File: src/fpid_pkg.sv
// Package for the four-wheel PID speed loop: widths, register codes,
// reset values and item/control structs. No dependencies.
package fpid_pkg;

  localparam int NUM_LANES  = 4;
  localparam int NUM_STAGES = 4;

  localparam int DATA_W    = 16;
  localparam int GAIN_W    = 16;
  localparam int LIM_W     = 15;
  localparam int ERR_W     = DATA_W + 1;
  localparam int ISUM_W    = ERR_W + 1;
  localparam int DIF_W     = ERR_W + 2;
  localparam int PERR_W    = GAIN_W + 1 + ERR_W;
  localparam int PINT_W    = GAIN_W + 1 + DATA_W;
  localparam int PDIF_W    = GAIN_W + 1 + DIF_W;
  localparam int SUM_W     = PDIF_W + 2;
  localparam int FRAC_BITS = 12;
  localparam int Q_W       = SUM_W - FRAC_BITS;
  localparam int DRIVE_MAX = 32767;

  localparam int CFG_IDX_W = 2;
  localparam logic [CFG_IDX_W-1:0] CFG_PROP_GAIN   = 2'd0;
  localparam logic [CFG_IDX_W-1:0] CFG_INTEG_GAIN  = 2'd1;
  localparam logic [CFG_IDX_W-1:0] CFG_DERIV_GAIN  = 2'd2;
  localparam logic [CFG_IDX_W-1:0] CFG_INTEG_LIMIT = 2'd3;

  localparam logic [GAIN_W-1:0] PROP_GAIN_RST   = 16'd2458;
  localparam logic [GAIN_W-1:0] INTEG_GAIN_RST  = 16'd492;
  localparam logic [GAIN_W-1:0] DERIV_GAIN_RST  = 16'd0;
  localparam logic [LIM_W-1:0]  INTEG_LIMIT_RST = 15'd30000;

  typedef struct packed {
    logic signed [DATA_W-1:0] target_a;
    logic signed [DATA_W-1:0] target_b;
    logic signed [DATA_W-1:0] target_c;
    logic signed [DATA_W-1:0] target_d;
    logic signed [DATA_W-1:0] measured_a;
    logic signed [DATA_W-1:0] measured_b;
    logic signed [DATA_W-1:0] measured_c;
    logic signed [DATA_W-1:0] measured_d;
  } in_item_t;

  typedef struct packed {
    logic signed [DATA_W-1:0] drive_a;
    logic signed [DATA_W-1:0] drive_b;
    logic signed [DATA_W-1:0] drive_c;
    logic signed [DATA_W-1:0] drive_d;
  } out_item_t;

  typedef struct packed {
    logic ld_in;
    logic ld_mul;
    logic ld_sum;
    logic ld_out;
  } adv_t;

endpackage

File: src/fpid_pipe_ctrl.sv
// Valid/ready control for the four-stage lane pipeline.
// Depends on fpid_pkg.
module fpid_pipe_ctrl (
  input  logic          clk_i,
  input  logic          rst_ni,
  input  logic          in_valid_i,
  output logic          in_ready_o,
  output logic          out_valid_o,
  input  logic          out_ready_i,
  output fpid_pkg::adv_t adv_o
);

  logic [fpid_pkg::NUM_STAGES-1:0] valid_q, valid_d;
  logic [fpid_pkg::NUM_STAGES-1:0] rdy;
  logic [fpid_pkg::NUM_STAGES:0]   ld;

  always_comb begin
    rdy[3] = !valid_q[3] || out_ready_i;
    rdy[2] = !valid_q[2] || rdy[3];
    rdy[1] = !valid_q[1] || rdy[2];
    rdy[0] = !valid_q[0] || rdy[1];
    ld[0]  = in_valid_i && rdy[0];
    ld[1]  = valid_q[0] && rdy[1];
    ld[2]  = valid_q[1] && rdy[2];
    ld[3]  = valid_q[2] && rdy[3];
    ld[4]  = valid_q[3] && out_ready_i;
    for (int k = 0; k < fpid_pkg::NUM_STAGES; k++) begin
      valid_d[k] = ld[k] || (valid_q[k] && !ld[k+1]);
    end
  end

  always_ff @(posedge clk_i or negedge rst_ni) begin
    if (!rst_ni) begin
      valid_q <= '0;
    end else begin
      valid_q <= valid_d;
    end
  end

  assign in_ready_o    = rdy[0];
  assign out_valid_o   = valid_q[3];
  assign adv_o.ld_in   = ld[0];
  assign adv_o.ld_mul  = ld[1];
  assign adv_o.ld_sum  = ld[2];
  assign adv_o.ld_out  = ld[3];

endmodule

File: config.mk
export PLATFORM = sky130hd
export DESIGN_NAME = fpid_pipe_ctrl
export DESIGN_NICKNAME = d
export VERILOG_FILES = /design/src/fpid_pkg.sv /design/src/fpid_pipe_ctrl.sv
export SDC_FILE = /design/constraint.sdc
export NUM_CORES = 1
export LEC_CHECK = 0
export BUFFER_PORTS_ARGS = -buffer_cell sky130_fd_sc_hd__buf_2
export CAP_MARGIN = 0
export CORE_AREA = 10 10 47 49
export CTS_CLUSTER_SIZE = 25
export DETAILED_ROUTE_END_ITERATION = 8
export DIE_AREA = 0 0 57 59
export GPL_TIMING_DRIVEN = 1
export PLACE_DENSITY = 0.41
export REMOVE_ABC_BUFFERS = 1
export SLEW_MARGIN = 5
export SYNTH_ARGS = -nofsm -noshare
export SYNTH_HDL_FRONTEND = slang
export SYNTH_SLANG_ARGS = --single-unit
File: constraint.sdc
create_clock -name clk_i -period 0.8 [get_ports clk_i]
set_input_delay 0.04 -clock clk_i [delete_from_list [all_inputs] [get_ports clk_i]]
set_output_delay 0.04 -clock clk_i [all_outputs]
set_load 0.005 [all_outputs]
==> metrics.md <==
| Metric | Value |
|---|---|
| H-tree depth reported by CTS | `1` |
| CTS root buf | `clkbuf_4` |
| Skew-Pair Late Insertion Delay | `230 ps` |
| Leak pwr | `0.160 nW` |
| DRT Pass-1 Iters | `2` |
| Top reg by flops | `valid_q` |
| Drt wl/cell | `10.1 microns` |
| HP Class | `input port to register` |
| Total clock sinks | `4` |
| Failing checks | `negative setup slack` |
| Initial core utilization | `13.1%` |
| Slowest stage cell, crit path | `dfrtp_1` |
| Placed cell count | `44` |
| Required @ worst endpoint | `760 ps` |
| Clock Path Buffers | `2` |
| Critical-path cell list | `buf_4 > nand3b_1 > and2_1 > buf_2` |
| RR Startpoint | `valid_q[3]$_DFF_PN0_` |
| Initial antenna violation count | `0` |
| DR vias/cell | `3.64` |
| Worst hold start | `out_ready_i` |
| Finished Cell Area | `335 sq um` |
| Seq/Total Area, Yosys | `54.4%` |
| GR Layer Usage met1 | `3.82%` |
| Max-slew headroom | `89.4%` |
| Crit path kind | `register to output port` |
| Adder-cell share of the synthesized area | `0%` |
| DR vias | `182` |
| Post-placement cell area | `272 sq um` |
| Crit path max fanout | `3` |
| Status | `finished, violations left` |
| Top Family by Delay on Critical Path | `flip-flops` |
| Mean Syn Cell Area | `11.5 sq um` |
| Final setup viols | `8` |
| Critical path depth | `4` |
| Fin crit share | `137%` |
| Synth Area in Compound Gates | `8.16%` |
| Maximum VDD drop | `846 uV` |
| Synth Area in XOR/XNOR | `0%` |
| Post-layout min period | `1090 ps` |
| Fin Hold WS | `125 ps` |
| Unrepaired setup endpoints after global routing | `true` |
| Yosys reg bits | `4` |
| Core Box Area | `1400 sq um` |
| Max cap viols | `0` |
| Commonest non-fill, non-tap cells in the layout | `buf_2, buf_4, dfrtp_1` |
| Cells after Synth | `16` |
| TritonCTS clock tree | `done` |
| Worst setup startpoint | `valid_q[3]$_DFF_PN0_` |
| NumNets Final | `40` |
| WHS Path Cells | `3` |
| Clock transition at the registers of the reported paths | `40 ps` |
| Rows | `14` |
| Vias in the first global route | `207` |
| Largest register FFs | `4` |
| Critical Path Sink Type | `output port` |
| Max Freq | `0.913 GHz` |
| Antenna viol nets, final | `0` |
| Tightest Pin Transition | `158 ps` |
| First-pass GRT wire length | `890 microns` |
| Largest family of logic cells by synthesized area | `simple AND/OR/NAND/NOR gates` |
| DRC viols | `0` |
| GR peak layer | `met2` |
| Die Ht | `59 microns` |
| Overall die area | `3360 sq um` |
| Chip width | `57 microns` |
| Final wirelength | `505 microns` |
| Worst Skew | `2.74 ps` |
| GR Util All Layers | `3.42%` |
| Fillers | `164` |
| Routing usage on met2 | `4.19%` |
| # IOs | `10` |
| Largest registers | `valid_q x4` |
| IO buf count | `9` |
| Crit path DAT | `1050 ps` |
| Mapped cell area | `184 sq um` |
| Ant diodes | `0` |
| Max incr delay on CP | `360 ps` |
| Final cell count without fillers | `50` |
| Fin worst setup slack | `-295 ps` |
| Post-synth cell types | `10` |
| Pwr/cell area | `1950 nW/um^2` |
| Pin count of the biggest net entering global routing | `6` |
| Post-synthesis mux area share | `0%` |
| Grt total ovfl | `0` |
| Share of post-route cells with drive strength above 1 | `58.8%` |
| TritonCTS buffer count | `3` |
| Final Wtd Congestion | `0.618` |
| Worst r2r path cells | `3` |
| Initial DRC Count | `1` |
| Synth Warn # | `0` |
| Startpoint types | `register` |
| Synth Area in Simple Gates | `37.4%` |
| Layout area overhead | `82.3%` |
| Final hold vios | `0` |
| Most common cell after layout, fill and taps aside | `buf_2` |
| Buf/Inv on CP | `2` |
| Max-slew violations | `0` |
| Placement Setup Slack | `-146 ps` |
| Grt met3 use | `2.36%` |
cell type report:
cell class,instances,area (sq um),share of cell area [%]
timing repair buffer,15,95.1,28.4
tap,16,20.0,5.97
sequential,4,100,29.9
clock buffer,3,22.5,6.72
multi-input combinational,12,97.6,29.1
per-stage QoR:
stage	util, %	power (W)	setup TNS, ps
CTS	23.8	0.000670	-2040
global placement	19.4	0.000374	-350
global route	23.9	0.000700	-2290
finish	23.9	0.000653	-1910
floorplan	-	0.000299	-207
detailed placement	19.4	0.000381	-504
tightest hold or removal path: cells and delay by family:
kind / cells / cell delay (ps)
simple gates: 2 / 170
buf+inv: 1 / 100
power by group:
group | switching, W | total, W | internal (W)
sequential | 0.0000136 | 0.000238 | 0.000224
clock | 0.0000800 | 0.000248 | 0.000168
combinational | 0.0000625 | 0.000168 | 0.000105
cells by family after synthesis:
kind of cell | Yosys count
simple gates | 10
flops | 4
compound gates | 2
synth_stat cells, drive strengths merged:
master | instances | area [sq um]
or2 | 1 | 6.26
a21o | 1 | 7.51
nand3b | 1 | 7.51
and2 | 2 | 12.5
nand2b | 3 | 18.8
nand2 | 1 | 3.75
dfrtp | 4 | 100
a21boi | 1 | 7.51
and4b | 1 | 13.8
nor2b | 1 | 6.26
layer usage:
layer	up-vias	share of wire, %
met4	0	0
met5	-	0
met1	82	50
li1	90	-
met2	10	39
met3	0	9.9
path summary, 6_finish.rpt:
| check | to | slack, ps |
|---|---|---|
| max in group asynchronous | valid_q[2]$_DFF_PN0_ | 540 |
| worst max-delay path | adv_o[1] | -290 |
| worst max register to register | valid_q[1]$_DFF_PN0_ | -230 |
| min in group asynchronous | valid_q[0]$_DFF_PN0_ | 140 |
| worst min-delay path | valid_q[3]$_DFF_PN0_ | 120 |
| worst min register to register | valid_q[1]$_DFF_PN0_ | 560 |
timing repair:
| action | CTS | global route |
|---|---|---|
| hold buffers | 2 | 0 |
| endpoints found under the hold margin | 5 | 0 |
| gates cloned | 0 | 0 |
| pin swaps | 2 | 1 |
| resized for setup | 3 | 1 |
| setup endpoints to repair | 8 | 9 |
| setup buffers | 1 | 0 |
Power figures use the tool's default switching activity.
